## config.mk

```make
export PLATFORM = sky130hd
export DESIGN_NAME = open_addressing_hash_table
export DESIGN_NICKNAME = d
export VERILOG_FILES = /design/src/rtl/core/oaht_pkg.sv /design/src/rtl/core/open_addressing_hash_table.sv /design/src/rtl/core/oaht_modadd.sv /design/src/rtl/core/oaht_slot_mem.sv /design/src/rtl/core/oaht_ctrl.sv
export SDC_FILE = /design/constraint.sdc
export NUM_CORES = 1
export LEC_CHECK = 0
export ABC_CLOCK_PERIOD_IN_PS = 5300
export BUFFER_PORTS_ARGS = -buffer_cell sky130_fd_sc_hd__buf_2
export CORE_MARGIN = 2
export CORE_UTILIZATION = 51
export CTS_CLUSTER_DIAMETER = 100
export DETAILED_ROUTE_END_ITERATION = 16
export PLACE_DENSITY = 0.67
export SLEW_MARGIN = 20
export SYNTH_ARGS = -nofsm -noshare
export SYNTH_HDL_FRONTEND = slang
export SYNTH_SLANG_ARGS = --single-unit
export TNS_END_PERCENT = 50
```

## constraint.sdc

```tcl
create_clock -name clk -period 5.3 [get_ports clk]
set_input_delay 0.795 -clock clk [delete_from_list [all_inputs] [get_ports clk]]
set_output_delay 0.795 -clock clk [all_outputs]
set_load 0.05 [all_outputs]
```

## src/rtl/core/oaht_pkg.sv

```systemverilog
// Shared types and constants for the open-addressing hash table.
// Used by every module in rtl/core; depends on nothing else.
`timescale 1ns / 1ps

package oaht_pkg;

  // Fixed field widths of the command and result beats and of the config data
  localparam int KEY_W    = 16;
  localparam int ADDR_W   = 5;
  localparam int CFG_W    = 6;

  // Table size after reset, before clamping to the physical depth
  localparam int TABLE_SIZE_RESET = 32;

  // Configuration register indexes
  localparam logic REG_TABLE_SIZE = 1'b0;
  localparam logic REG_PROBE_MODE = 1'b1;

  typedef enum logic [1:0] {
    CMD_INSERT = 2'd0,
    CMD_DELETE = 2'd1,
    CMD_FIND   = 2'd2,
    CMD_DUMP   = 2'd3
  } cmd_e;

  typedef enum logic [3:0] {
    ST_INSERTED  = 4'd0,
    ST_DUPLICATE = 4'd1,
    ST_FULL      = 4'd2,
    ST_DELETED   = 4'd3,
    ST_DEL_MISS  = 4'd4,
    ST_FOUND     = 4'd5,
    ST_NOT_FOUND = 4'd6,
    ST_DUMP      = 4'd7,
    ST_INVALID   = 4'd8
  } status_e;

  // Command beat
  typedef struct packed {
    cmd_e              command;
    logic [KEY_W-1:0]  key;
  } req_t;

  // Result beat
  typedef struct packed {
    status_e           status;
    logic [ADDR_W-1:0] address;
    logic [KEY_W-1:0]  value;
    logic              last;
  } rsp_t;

  // Slot store write control: fill marks the slot occupied, else empties it
  typedef struct packed {
    logic wr_en;
    logic fill;
  } mem_wr_t;

endpackage

```

## src/rtl/core/open_addressing_hash_table.sv

```systemverilog
// Open-addressing hash table, top level: config registers, sequencer, slot store.
// Key command: a zero key gets an invalid result strobe in the cycle after accept, else the key is hashed
// and slots are probed until a hit or until every slot in the size is tried; dump: one beat per cycle, one per slot.
// Busy through hash, probe and dump; next accept at the edge ending the last beat.
// Sync reset empties all slots, size = 32 (clamped to depth), linear probing. Uses oaht_pkg.
`timescale 1ns / 1ps

module open_addressing_hash_table #(
  parameter int TABLE_DEPTH = 32,
  parameter int KEY_BITS    = 16
) (
  input  logic                         clk,
  input  logic                         rst,
  input  logic                         start,
  output logic                         busy,
  input  oaht_pkg::req_t               req,
  input  logic                         cfg_we,
  input  logic                         cfg_index,
  input  logic [oaht_pkg::CFG_W-1:0]   cfg_data,
  output oaht_pkg::rsp_t               rsp,
  output logic                         strobe
);
  import oaht_pkg::*;

  localparam int AW       = $clog2(TABLE_DEPTH);
  localparam int SW       = $clog2(TABLE_DEPTH + 1);
  localparam int SIZE_RST = (TABLE_SIZE_RESET > TABLE_DEPTH) ? TABLE_DEPTH : TABLE_SIZE_RESET;

  logic [SW-1:0]       table_size;
  logic [SW-1:0]       table_size_next;
  logic                probe_mode;
  logic [AW-1:0]       mem_rd_addr;
  logic [KEY_BITS-1:0] mem_rd_key;
  mem_wr_t             mem_wr;
  logic [AW-1:0]       mem_wr_addr;
  logic [KEY_BITS-1:0] mem_wr_data;

  // Size clamped to 1 .. TABLE_DEPTH when written
  always_comb begin
    if (cfg_data == '0) begin
      table_size_next = SW'(1);
    end else if (int'(cfg_data) > TABLE_DEPTH) begin
      table_size_next = SW'(TABLE_DEPTH);
    end else begin
      table_size_next = SW'(cfg_data);
    end
  end

  // Configuration registers
  always_ff @(posedge clk) begin
    if (rst) begin
      table_size <= SW'(SIZE_RST);
      probe_mode <= 1'b0;
    end else if (cfg_we) begin
      case (cfg_index)
        REG_TABLE_SIZE: table_size <= table_size_next;
        REG_PROBE_MODE: probe_mode <= cfg_data[0];
        default: ;
      endcase
    end
  end

  oaht_ctrl #(
    .TABLE_DEPTH (TABLE_DEPTH),
    .KEY_BITS    (KEY_BITS)
  ) u_ctrl (
    .clk         (clk),
    .rst         (rst),
    .start       (start),
    .busy        (busy),
    .req         (req),
    .size        (table_size),
    .probe_mode  (probe_mode),
    .mem_rd_addr (mem_rd_addr),
    .mem_rd_key  (mem_rd_key),
    .mem_wr      (mem_wr),
    .mem_wr_addr (mem_wr_addr),
    .mem_wr_data (mem_wr_data),
    .rsp         (rsp),
    .strobe      (strobe)
  );

  oaht_slot_mem #(
    .TABLE_DEPTH (TABLE_DEPTH),
    .KEY_BITS    (KEY_BITS)
  ) u_mem (
    .clk     (clk),
    .rst     (rst),
    .rd_addr (mem_rd_addr),
    .rd_key  (mem_rd_key),
    .wr      (mem_wr),
    .wr_addr (mem_wr_addr),
    .wr_data (mem_wr_data)
  );

endmodule

```

## src/rtl/core/oaht_modadd.sv

```systemverilog
// Shared modular adder: (a + b) reduced once by modulus m.
// Used for the hash remainder steps and for probe address advance; uses oaht_pkg.
`timescale 1ns / 1ps

module oaht_modadd #(
  parameter int W = 6
) (
  input  logic [W:0]   a,
  input  logic [W:0]   b,
  input  logic [W-1:0] m,
  output logic [W-1:0] sum
);
  import oaht_pkg::*;

  logic [W:0] raw;

  // Operands keep a + b below 2*m, so one conditional subtract suffices
  always_comb begin
    raw = a + b;
    if (raw >= {1'b0, m}) begin
      sum = W'(raw - {1'b0, m});
    end else begin
      sum = W'(raw);
    end
  end

endmodule

```

## src/rtl/core/oaht_slot_mem.sv

```systemverilog
// Slot store: key array with registered read plus per-slot occupied bits.
// Occupied bits clear on reset, so an unwritten slot reads as empty; uses oaht_pkg.
`timescale 1ns / 1ps

module oaht_slot_mem #(
  parameter int TABLE_DEPTH = 32,
  parameter int KEY_BITS    = 16
) (
  input  logic                           clk,
  input  logic                           rst,
  input  logic [$clog2(TABLE_DEPTH)-1:0] rd_addr,
  output logic [KEY_BITS-1:0]            rd_key,
  input  oaht_pkg::mem_wr_t              wr,
  input  logic [$clog2(TABLE_DEPTH)-1:0] wr_addr,
  input  logic [KEY_BITS-1:0]            wr_data
);
  import oaht_pkg::*;

  logic [KEY_BITS-1:0]    mem [TABLE_DEPTH];
  logic [TABLE_DEPTH-1:0] occupied;
  logic [KEY_BITS-1:0]    rd_data;
  logic                   rd_occupied;

  // Key array, one write and one registered read per cycle
  always_ff @(posedge clk) begin
    if (wr.wr_en && wr.fill) begin
      mem[wr_addr] <= wr_data;
    end
    rd_data <= mem[rd_addr];
  end

  // Occupied bits; a delete just drops the bit
  always_ff @(posedge clk) begin
    if (rst) begin
      occupied    <= '0;
      rd_occupied <= 1'b0;
    end else begin
      if (wr.wr_en) begin
        occupied[wr_addr] <= wr.fill;
      end
      rd_occupied <= occupied[rd_addr];
    end
  end

  assign rd_key = rd_occupied ? rd_data : '0;

endmodule

```

## src/rtl/core/oaht_ctrl.sv

```systemverilog
// Command sequencer: bit-serial hash, pipelined slot probing, dump sweep.
// Drives the shared modular adder and the slot store; uses oaht_pkg.
`timescale 1ns / 1ps

module oaht_ctrl #(
  parameter int TABLE_DEPTH = 32,
  parameter int KEY_BITS    = 16
) (
  input  logic                             clk,
  input  logic                             rst,
  input  logic                             start,
  output logic                             busy,
  input  oaht_pkg::req_t                   req,
  input  logic [$clog2(TABLE_DEPTH+1)-1:0] size,
  input  logic                             probe_mode,
  output logic [$clog2(TABLE_DEPTH)-1:0]   mem_rd_addr,
  input  logic [KEY_BITS-1:0]              mem_rd_key,
  output oaht_pkg::mem_wr_t                mem_wr,
  output logic [$clog2(TABLE_DEPTH)-1:0]   mem_wr_addr,
  output logic [KEY_BITS-1:0]              mem_wr_data,
  output oaht_pkg::rsp_t                   rsp,
  output logic                             strobe
);
  import oaht_pkg::*;

  localparam int AW = $clog2(TABLE_DEPTH);
  localparam int SW = $clog2(TABLE_DEPTH + 1);
  localparam int HB = (KEY_BITS < KEY_W) ? KEY_BITS : KEY_W;
  localparam int CW = $clog2(HB);

  typedef enum logic [1:0] {
    S_IDLE,
    S_HASH,
    S_PROBE,
    S_DUMP
  } state_t;

  state_t          state;
  cmd_e            cmd_q;
  logic [HB-1:0]   key_q;
  logic [HB-1:0]   sh;
  logic [CW-1:0]   cnt;
  logic [SW-1:0]   acc;
  logic [SW-1:0]   step;
  logic [SW-1:0]   iss;
  logic            pend;
  logic            pend_last;
  logic [AW-1:0]   pend_addr;

  logic [SW:0]     u_a;
  logic [SW:0]     u_b;
  logic [SW-1:0]   u_out;
  logic [SW:0]     step_sum;
  logic [SW-1:0]   step_next;
  logic            more;
  logic            issue_last;
  logic            slot_empty;
  logic            slot_match;
  logic            found;
  logic            finish;
  status_e         probe_st;
  logic [AW-1:0]   probe_addr;

  assign busy = (state != S_IDLE);

  // Shared adder: remainder step while hashing, address advance while probing
  always_comb begin
    if (state == S_HASH) begin
      u_a = {acc, sh[HB-1]};
      u_b = '0;
    end else begin
      u_a = (SW+1)'(acc);
      u_b = (SW+1)'(step);
    end
  end

  oaht_modadd #(
    .W(SW)
  ) u_add (
    .a   (u_a),
    .b   (u_b),
    .m   (size),
    .sum (u_out)
  );

  // Quadratic offsets grow by the odd numbers: next step is step + 2 mod size
  always_comb begin
    step_sum = (SW+1)'(step) + (SW+1)'(2);
    if (step_sum >= (SW+1)'(size)) begin
      step_next = SW'(step_sum - (SW+1)'(size));
    end else begin
      step_next = SW'(step_sum);
    end
  end

  assign more       = (iss < size);
  assign issue_last = ((SW+1)'(iss) + (SW+1)'(1)) == (SW+1)'(size);

  // Probe outcome for the slot whose data arrives this cycle
  assign slot_empty = (mem_rd_key == '0);
  assign slot_match = (mem_rd_key == KEY_BITS'(key_q));
  assign found      = pend && ((cmd_q == CMD_INSERT) ? (slot_empty || slot_match) : slot_match);
  assign finish     = pend && (found || pend_last);

  always_comb begin
    probe_addr = '0;
    case (cmd_q)
      CMD_INSERT: begin
        if (slot_empty) begin
          probe_st   = ST_INSERTED;
          probe_addr = pend_addr;
        end else if (slot_match) begin
          probe_st   = ST_DUPLICATE;
          probe_addr = pend_addr;
        end else begin
          probe_st = ST_FULL;
        end
      end
      CMD_DELETE: probe_st = slot_match ? ST_DELETED : ST_DEL_MISS;
      CMD_FIND:   probe_st = slot_match ? ST_FOUND : ST_NOT_FOUND;
      default:    probe_st = ST_NOT_FOUND;
    endcase
  end

  // Slot store access
  assign mem_rd_addr  = (state == S_DUMP) ? AW'(iss) : AW'(acc);
  assign mem_wr.wr_en = (state == S_PROBE) && pend &&
                        (((cmd_q == CMD_INSERT) && slot_empty) ||
                         ((cmd_q == CMD_DELETE) && slot_match));
  assign mem_wr.fill  = (cmd_q == CMD_INSERT);
  assign mem_wr_addr  = pend_addr;
  assign mem_wr_data  = KEY_BITS'(key_q);

  // Sequencer with registered result beat
  always_ff @(posedge clk) begin
    if (rst) begin
      state  <= S_IDLE;
      strobe <= 1'b0;
      pend   <= 1'b0;
    end else begin
      strobe <= 1'b0;
      case (state)
        S_IDLE: begin
          if (start) begin
            cmd_q <= req.command;
            key_q <= req.key[HB-1:0];
            sh    <= req.key[HB-1:0];
            cnt   <= CW'(HB - 1);
            acc   <= '0;
            iss   <= '0;
            step  <= SW'(1);
            pend  <= 1'b0;
            if (req.command == CMD_DUMP) begin
              state <= S_DUMP;
            end else if (req.key[HB-1:0] == '0) begin
              rsp    <= rsp_t'{status: ST_INVALID, address: '0, value: '0, last: 1'b1};
              strobe <= 1'b1;
            end else begin
              state <= S_HASH;
            end
          end
        end
        S_HASH: begin
          // key mod size, one key bit per cycle, MSB first
          acc <= u_out;
          sh  <= sh << 1;
          cnt <= cnt - CW'(1);
          if (cnt == '0) begin
            state <= S_PROBE;
          end
        end
        S_PROBE: begin
          // issue one read per cycle, check the one issued last cycle
          if (more) begin
            pend      <= 1'b1;
            pend_addr <= AW'(acc);
            pend_last <= issue_last;
            acc       <= u_out;
            iss       <= iss + SW'(1);
            if (probe_mode) begin
              step <= step_next;
            end
          end else begin
            pend <= 1'b0;
          end
          if (finish) begin
            rsp    <= rsp_t'{status: probe_st, address: ADDR_W'(probe_addr),
                             value: KEY_W'(key_q), last: 1'b1};
            strobe <= 1'b1;
            pend   <= 1'b0;
            state  <= S_IDLE;
          end
        end
        S_DUMP: begin
          if (more) begin
            pend      <= 1'b1;
            pend_addr <= AW'(iss);
            pend_last <= issue_last;
            iss       <= iss + SW'(1);
          end else begin
            pend <= 1'b0;
          end
          if (pend) begin
            rsp    <= rsp_t'{status: ST_DUMP, address: ADDR_W'(pend_addr),
                             value: KEY_W'(mem_rd_key), last: pend_last};
            strobe <= 1'b1;
            if (pend_last) begin
              pend  <= 1'b0;
              state <= S_IDLE;
            end
          end
        end
        default: state <= S_IDLE;
      endcase
    end
  end

  // Only dump beats may come without last
  a_single_result: assert property (@(posedge clk) disable iff (rst)
    (strobe && (rsp.status != ST_DUMP)) |-> rsp.last)
    else $error("key command result without last");

  // Table writes happen only on a probe hit
  a_write_in_probe: assert property (@(posedge clk) disable iff (rst)
    mem_wr.wr_en |-> ((state == S_PROBE) && pend))
    else $error("slot write outside probing");

  // A valid key command goes to hashing
  a_key_to_hash: assert property (@(posedge clk) disable iff (rst)
    (start && !busy && (req.command != CMD_DUMP) && (req.key[HB-1:0] != '0))
    |=> (state == S_HASH))
    else $error("accepted key command did not start hashing");

  // Never more probes than the table size
  a_probe_bound: assert property (@(posedge clk) disable iff (rst)
    ((state == S_PROBE) || (state == S_DUMP)) |-> (iss <= size))
    else $error("probe count beyond table size");

endmodule
```

==> results of run 1 <==
## flip-flops by register name (all words and copies together) (netlist names), 4 cells and up
name and flops:
u_mem.mem 512, u_mem.occupied 32, u_ctrl.rsp 26, u_ctrl.mem_wr_data 16, u_ctrl.sh 16, u_mem.rd_data 16, table_size 6, u_ctrl.acc 6
u_ctrl.iss 6, u_ctrl.step 6, u_ctrl.mem_wr_addr 5, u_ctrl.cnt 4
## cell type report
| type | count | area (sq um) |
|---|---|---|
| Clock buffer | 93 | 1881 |
| Clock inverter | 29 | 276.5 |
| Tap cell | 748 | 935.9 |
| Inverter | 38 | 145.1 |
| Sequential cell | 660 | 19220 |
| Timing Repair Buffer | 134 | 915.9 |
| Fill cell | 4454 | 23280 |
| Multi-Input combinational cell | 1500 | 8760 |
## worst max-delay path: cells and delay by family (launching register included)
kind,cells,cell delay (ns)
AOI/OAI and AO/OA,8,1.55
xor gates and xnor gates,1,0.17
adders and majority gates,3,0.82
buffers and inverters,2,0.48
DFF,1,0.36
muxes,1,0.14
and+or+nand+nor,3,0.61
## metal layers
metal / vias up / wire, um
met2: 996 / 36240
met1: 10070 / 32610
met3: 145 / 7173
met4: 0 / 2539
met5: - / 0
li1: 9006 / -
## report_power, final
group	switching (mW)	internal [mW]	leakage [nW]
Clock	2.01	2.66	1.04
Sequential	0.317	6.08	5.90
Combinational	4.53	2.16	3.83
## cell usage after synthesis, types with 23 or more instances
library cell,instances,area share (%)
edfxtp_1,600,63
nand2_1,467,6.1
nand3_1,216,3.8
a21oi_1,143,2.5
clkbuf_1,82,1.1
nor2_1,77,1.0
dfxtp_1,60,4.2
a211oi_1,59,1.5
o21ai_0,55,0.96
nor3_1,46,0.80
a311oi_1,43,1.3
buf_2,40,0.70
inv_1,34,0.44
o22ai_1,34,0.74
ha_1,33,1.4
a31oi_1,30,0.65
o211ai_1,30,0.78
and3_1,24,0.52
buf_1,23,0.30
## per-stage QoR
step	total power [mW]	setup WS [ns]	util, %
final	17.77	0.8892	57.98
after global routing	18.61	0.4942	57.98
after CTS	17.73	0.8666	57.97
after detailed placement	13.07	0.8917	54.08
after global placement	12.97	0.9501	54.07
after floorplan	10.97	1.191	-
## how the worst max path moves through the flow
| stage | startpoint | endpoint | cells after the start |
|---|---|---|---|
| finish | u_ctrl.state[1] | u_ctrl.acc[4] | 18 |
| global route | u_ctrl.state[1] | u_ctrl.acc[4] | 18 |
| CTS | u_ctrl.state[1] | u_ctrl.acc[3] | 18 |
| detailed placement | u_ctrl.state[1] | u_ctrl.acc[3] | 18 |
| global placement | u_ctrl.state[1] | u_ctrl.acc[1] | 18 |
| floorplan | u_ctrl.state[1] | u_ctrl.acc[0] | 19 |
## logic make-up (layout without fill, tap and decap cells)
kind of cell / Yosys count / count (layout) / share of synthesized area, %
flip-flops: 660 / 660 / 66.94
buffers and inverters: 190 / 294 / 2.789
multiplexers: 45 / 45 / 2.397
AO/OA/AOI/OAI: 498 / 498 / 11.61
XOR/XNOR: 29 / 29 / 0.8847
AND/OR/NAND/NOR: 892 / 892 / 13.73
adder cells (fa/ha/maj): 36 / 36 / 1.647
==> results by group, run 1 <==
STA
  • Least-Margin Pin Slew: ~1.1 ns
  • Min Tclk post-route: around 4.4 ns
  • Clock skew: 0.02752 ns
  • RSZ-0062 raised after global routing: false
  • Max Fclk: 226.7 MHz
  • # setup viols final: 0
  • Final period util: between 80% and 90%
  • WHS: 0.4009 ns
  • Pins over their slew limit: 0
  • Final TNS setup: 0 ns
  • Rel. slew slack: about 28%
  • Hold Vio Cnt, Final: 0

Detailed routing
  • Drt first-iter violations: between 2000 and 2500
  • Post-DRT Antenna Nets: 0
  • Final wirelength: approximately 79 mm
  • Residual DRC: 0
  • Via count: slightly above 20000
  • DR WL/cell: about 25 um
  • First drt pass iteration count: 6
  • Via-to-Cell Ratio: roughly 6.3

Critical path
  • Crit Path Class: flop to flop
  • Worst path required time: approximately 5.6 ns
  • Setup crit end kind: flop
  • R2r endpoint: u_ctrl.acc[4]
  • R2R Path Start: u_ctrl.state[1]
  • Most frequent CP cell: ha_1
  • Crit-path max FO: 26
  • Startpoint types: flop
  • Slowest stage delay, CP: between 0.3 and 0.4 ns
  • Worst-path cell chain: inv_1 -> ha_1 -> buf_4 -> nand2_1 -> o21ai_0 -> ha_1 -> a21o_1 -> a21oi_1 -> o21bai_1 -> a21oi_1 -> xnor2_1 -> ha_1 -> and4_1 -> a31oi_1 -> o311ai_0 -> a311o_1 -> nor2_1 -> mux2i_1
  • R2r setup slk: around 0.89 ns
  • Data arrival, critical path: 4.76 ns
  • R2R depth: 18
  • CP max stage cell: nor2_1

GRT
  • GR peak layer: met2
  • Overall Global Routing Usage: about 27%
  • Initial antenna violation count: 0
  • M1 GR Usage: between 30% and 40%
  • Met2 usage: between 40% and 50%
  • First-pass GRT wire length: 117.7 mm
  • Routing usage on met3: 4.923%
  • Overflow left after global routing: 0
  • Largest net degree at the start of global routing: 145
  • Vias in the first global route: ~19000

Outcome
  • Outcome: finished clean

Layout
  • Most common cell after layout, fill and taps aside: edfxtp_1
  • Finished Cell Area: 0.03213 sq mm
  • P&R area growth vs syn: 11.92%
  • Nets: 2469
  • Share of cells above drive strength 1: between 10 and 15%
  • Final Non-Filler Cells: approximately 3200
  • Commonest cells after routing, fill and taps aside: edfxtp_1, nand2_1, nand3_1
  • Inserted Diodes: 0

Synthesis
  • Sequential fraction of the synthesis area: approximately two thirds
  • #FFs+latches synth: 660
  • Asr flop ratio synth: 0%
  • Cells after Synth: approximately 2400
  • Synthesized cell area: ~0.029 sq mm
  • Syn Nets: about 2400
  • Top FF cell, synth: edfxtp_1
  • Cell variety after synth: 64
  • YS warnings: 0
  • Mean Syn Cell Area: ~12 sq um
  • Post-synth EDFFs: 600

CTS
  • Clk slew on worst S/H paths: 0.06 ns
  • # H-tree levels: 3
  • Post-CTS sizing: 0
  • CTS sink cnt: 660
  • Total CTS buffers: 70
  • Hold buffers post-CTS: 0
  • Clock root buffer: clkbuf_16
  • Clk_lat worst skew: around 0.63 ns
  • Max Root-Sink Buffers: 3
  • Post-CTS setup buffers: 0
  • CTS tree: done

Pwr
  • Pleak: 10.77 nW
  • Power density cells: about 550 mW/mm^2
  • Peak VDD IR: around 0.00050 V

Worst hold path
  • Hold path depth: 1
  • Hold EP: u_ctrl.mem_wr_data[10]
  • Hold Path Class: input pin to flop
  • Hold wc startpoint: req[10]

Die
  • FP Rows: 86
  • I/O pin count: 57
  • DIE WIDTH: roughly 240 um
  • Die H: about 240 um
  • CORE AREA: ~0.055 sq mm
  • Die ar.: 0.05821 sq mm
  • Starting Density: between 50% and 60%

Place
  • Routability Congestion: just under 0.9
  • Dpl cells: 3080
  • Dpl hpwl: 47.24 mm
  • Post-DP Area: approximately 0.03 sq mm
  • IO buf count: 56

Run
  • Max Cap Viol: 0
Note: power is estimated with default switching activity, not from simulation.
==> inputs of run 2 (changes only) <==
ABC_CLOCK_PERIOD_IN_PS = 4300   (was 5300)
clock period = 4.3 ns   (was 5.3 ns; I/O delays follow)
==> results by group, run 2 (same netlist as run 1, synthesis figures left out) <==
GRT
  • Largest net degree at the start of global routing: 174 (+20%)
  • Initial antenna violation count: 1 (+1)
  • First-pass GRT wire length: 117.5 mm (-0.22%)
  • Overflow left after global routing: 0 (unchanged)
  • Vias in the first global route: 18950 (-0.47%)
  • Overall Global Routing Usage: 27.13% (-0.075 points)

Place
  • Post-Place Worst Slack: 0.1087 ns (-0.7830 ns)
  • Dpl cells: 3094 (+0.45%)
  • IO buf count: 56 (unchanged)
  • Dpl hpwl: 47.79 mm (+1.2%)
  • Post-DP Area: 0.03008 sq mm (+0.38%)
  • Routability Congestion: 0.8988 (+3.5%)

Layout
  • Finished Core Util: 58.55% (+0.56 points)
  • P&R area growth vs syn: 13.01%
  • # fillers: 4333 (-2.7%)
  • Finished Cell Area: 0.03244 sq mm (+0.97%)
  • Nets: 2482 (+0.53%)
  • Largest reg by FF count: u_mem.mem
  • Most common cell after layout, fill and taps aside: edfxtp_1
  • Inserted Diodes: 0 (unchanged)
  • Commonest cells after routing, fill and taps aside: edfxtp_1, nand2_1, nand3_1
  • Number of flip-flops in the largest register: 512 (unchanged)
  • Share of cells above drive strength 1: 12.55% (+1.3 points)
  • Final Non-Filler Cells: 3219 (+0.53%)
  • Regs by FF count: u_mem.mem: 512 flops, u_mem.occupied: 32 flops, u_ctrl.rsp: 26 flops

Die
  • Starting Density: 51.81% (unchanged)
  • Die ar.: 0.05821 sq mm (unchanged)
  • FP Rows: 86 (unchanged)
  • CORE AREA: 0.05542 sq mm (unchanged)
  • I/O pin count: 57 (unchanged)
  • DIE WIDTH: 241.3 um (unchanged)
  • Die H: 241.3 um (unchanged)

Detailed routing
  • Via-to-Cell Ratio: 6.294 (-0.33%)
  • DR WL/cell: 24.40 um (-0.55%)
  • Drt first-iter violations: 2266 (-4.1%)
  • Final wirelength: 78.54 mm (about the same)
  • First drt pass iteration count: 6 (unchanged)
  • Via count: 20260 (+0.20%)
  • Residual DRC: 0 (unchanged)
  • Post-DRT Antenna Nets: 0 (unchanged)

CTS
  • Total CTS buffers: 69 (-1.4%)
  • Clock root buffer: clkbuf_16
  • Clk_lat worst skew: 0.61 ns (-0.02 ns)
  • CTS sink cnt: 660 (unchanged)
  • Max Root-Sink Buffers: 3 (unchanged)
  • # H-tree levels: 3 (unchanged)
  • CTS tree: done
  • Clk slew on worst S/H paths: 0.06 ns (about the same)
  • Hold buffers post-CTS: 0 (unchanged)

STA
  • # setup viols final: 0 (unchanged)
  • Least-Margin Pin Slew: 1.231 ns (+0.1683 ns)
  • RSZ-0062 raised after global routing: false
  • Max Fclk: 249.0 MHz (+9.8%)
  • Pins over their slew limit: 0 (unchanged)
  • Min Tclk post-route: 4.015 ns (-0.3954 ns)
  • Final TNS setup: 0 ns (unchanged)
  • Hold Vio Cnt, Final: 0 (unchanged)
  • Final period util: 93.38% (+10 points)
  • Final setup margin: 0.2845 ns (-0.6046 ns)
  • Rel. slew slack: 17.93% (-10 points)
  • WHS: 0.2440 ns (-0.1569 ns)
  • Clock skew: 0.02030 ns (-0.007222 ns)

Run
  • Max Cap Viol: 0 (unchanged)

Pwr
  • Sw power: 8.454 mW (+23%)
  • Combinational Power Share: 37.1% (-0.6 points)
  • Switch share: 37.79% (-0.82 points)
  • Pleak: 10.95 nW (+1.7%)
  • Cell-internal power: 13.92 mW (+28%)
  • Tot Pwr: 22.37 mW (+26%)
  • Sequential power share: 35.4% (-0.6 points)
  • Clk pwr share: 27.5% (+1.2 points)
  • Peak VDD IR: 0.0007236 V (+44%)
  • Power density cells: 689.6 mW/mm^2 (+25%)

Critical path
  • Crit-path max FO: 5 (-81%)
  • Setup crit end kind: flop
  • Crit Path Class: flop to flop
  • Crit path from: u_ctrl.state[1]
  • Data arrival, critical path: 4.47 ns (-0.29 ns)
  • R2R Path Start: u_ctrl.state[1]
  • Startpoint types: flop
  • Worst path required time: 4.75 ns (-0.89 ns)

Outcome
  • Outcome: finished clean

Worst hold path
  • Hold wc startpoint: req[9]
  • Hold Path Class: input pin to flop
## run 2: changes by cell type in the layout (fill, tap and decap cells not counted), sizes merged
cell	previous run	this run
buf	134	148
clkinv	21	22
bufinv	3	7
clkinvlp	2	5
inv	41	40
clkbuf	93	89
## run 2: worst max-delay path, stage by stage, from the launching register on
cell,delay [ns]
dfxtp_2,0.36
inv_2,0.10
ha_1,0.19
mux2_2,0.35
ha_1,0.21
fa_1,0.40
a21o_1,0.17
a21oi_1,0.22
xnor2_1,0.18
ha_1,0.30
and4_1,0.20
a31oi_1,0.17
o311ai_0,0.14
a311o_1,0.36
nor2_1,0.14
buf_4,0.17
mux2i_1,0.20
## run 2: layout make-up
cell class | count | area [sq um] | area share, %
inverter | 38 | 145.1 | 0.4473
timing repair buffer | 148 | 1033 | 3.185
clock inverter | 36 | 385.4 | 1.188
tap | 748 | 935.9 | 2.885
multi-input combinational | 1500 | 8755 | 26.98
sequential | 660 | 19220 | 59.24
clock buffer | 89 | 1969 | 6.070
## run 2: final timing paths
path | to | slack, ns | cells past startpoint
worst max-delay path | u_ctrl.acc[0] | 0.28 | 16
worst min-delay path | u_ctrl.mem_wr_data[9] | 0.24 | 1
worst max register to register | u_ctrl.acc[0] | 0.28 | 16
worst min register to register | table_size[2] | 0.50 | 2
## run 2: metal layers
metal	part of all wire, %	vias to the layer above	global-route usage, %
met5	0.014	-	0
met4	3.6	2	9.989
met3	10	186	6.108
met2	46	1053	41.97
met1	40	9995	37.85
li1	-	9025	-
## run 2: timing repair
| item | in CTS | in global routing |
|---|---|---|
| buffers inserted | 0 | 0 |
| endpoints found under the setup margin | 0 | 6 |
| gates resized for setup | 0 | 4 |
## run 2: power groups by stage
stage	clock (mW)	combinational (mW)	sequential [mW]
after floorplan	0	5.44	8.09
after global placement	0	8.08	8.02
after detailed placement	0	8.17	8.03
after CTS	6.22	8.22	7.90
after global routing	6.48	9.01	7.94
final	6.15	8.31	7.92
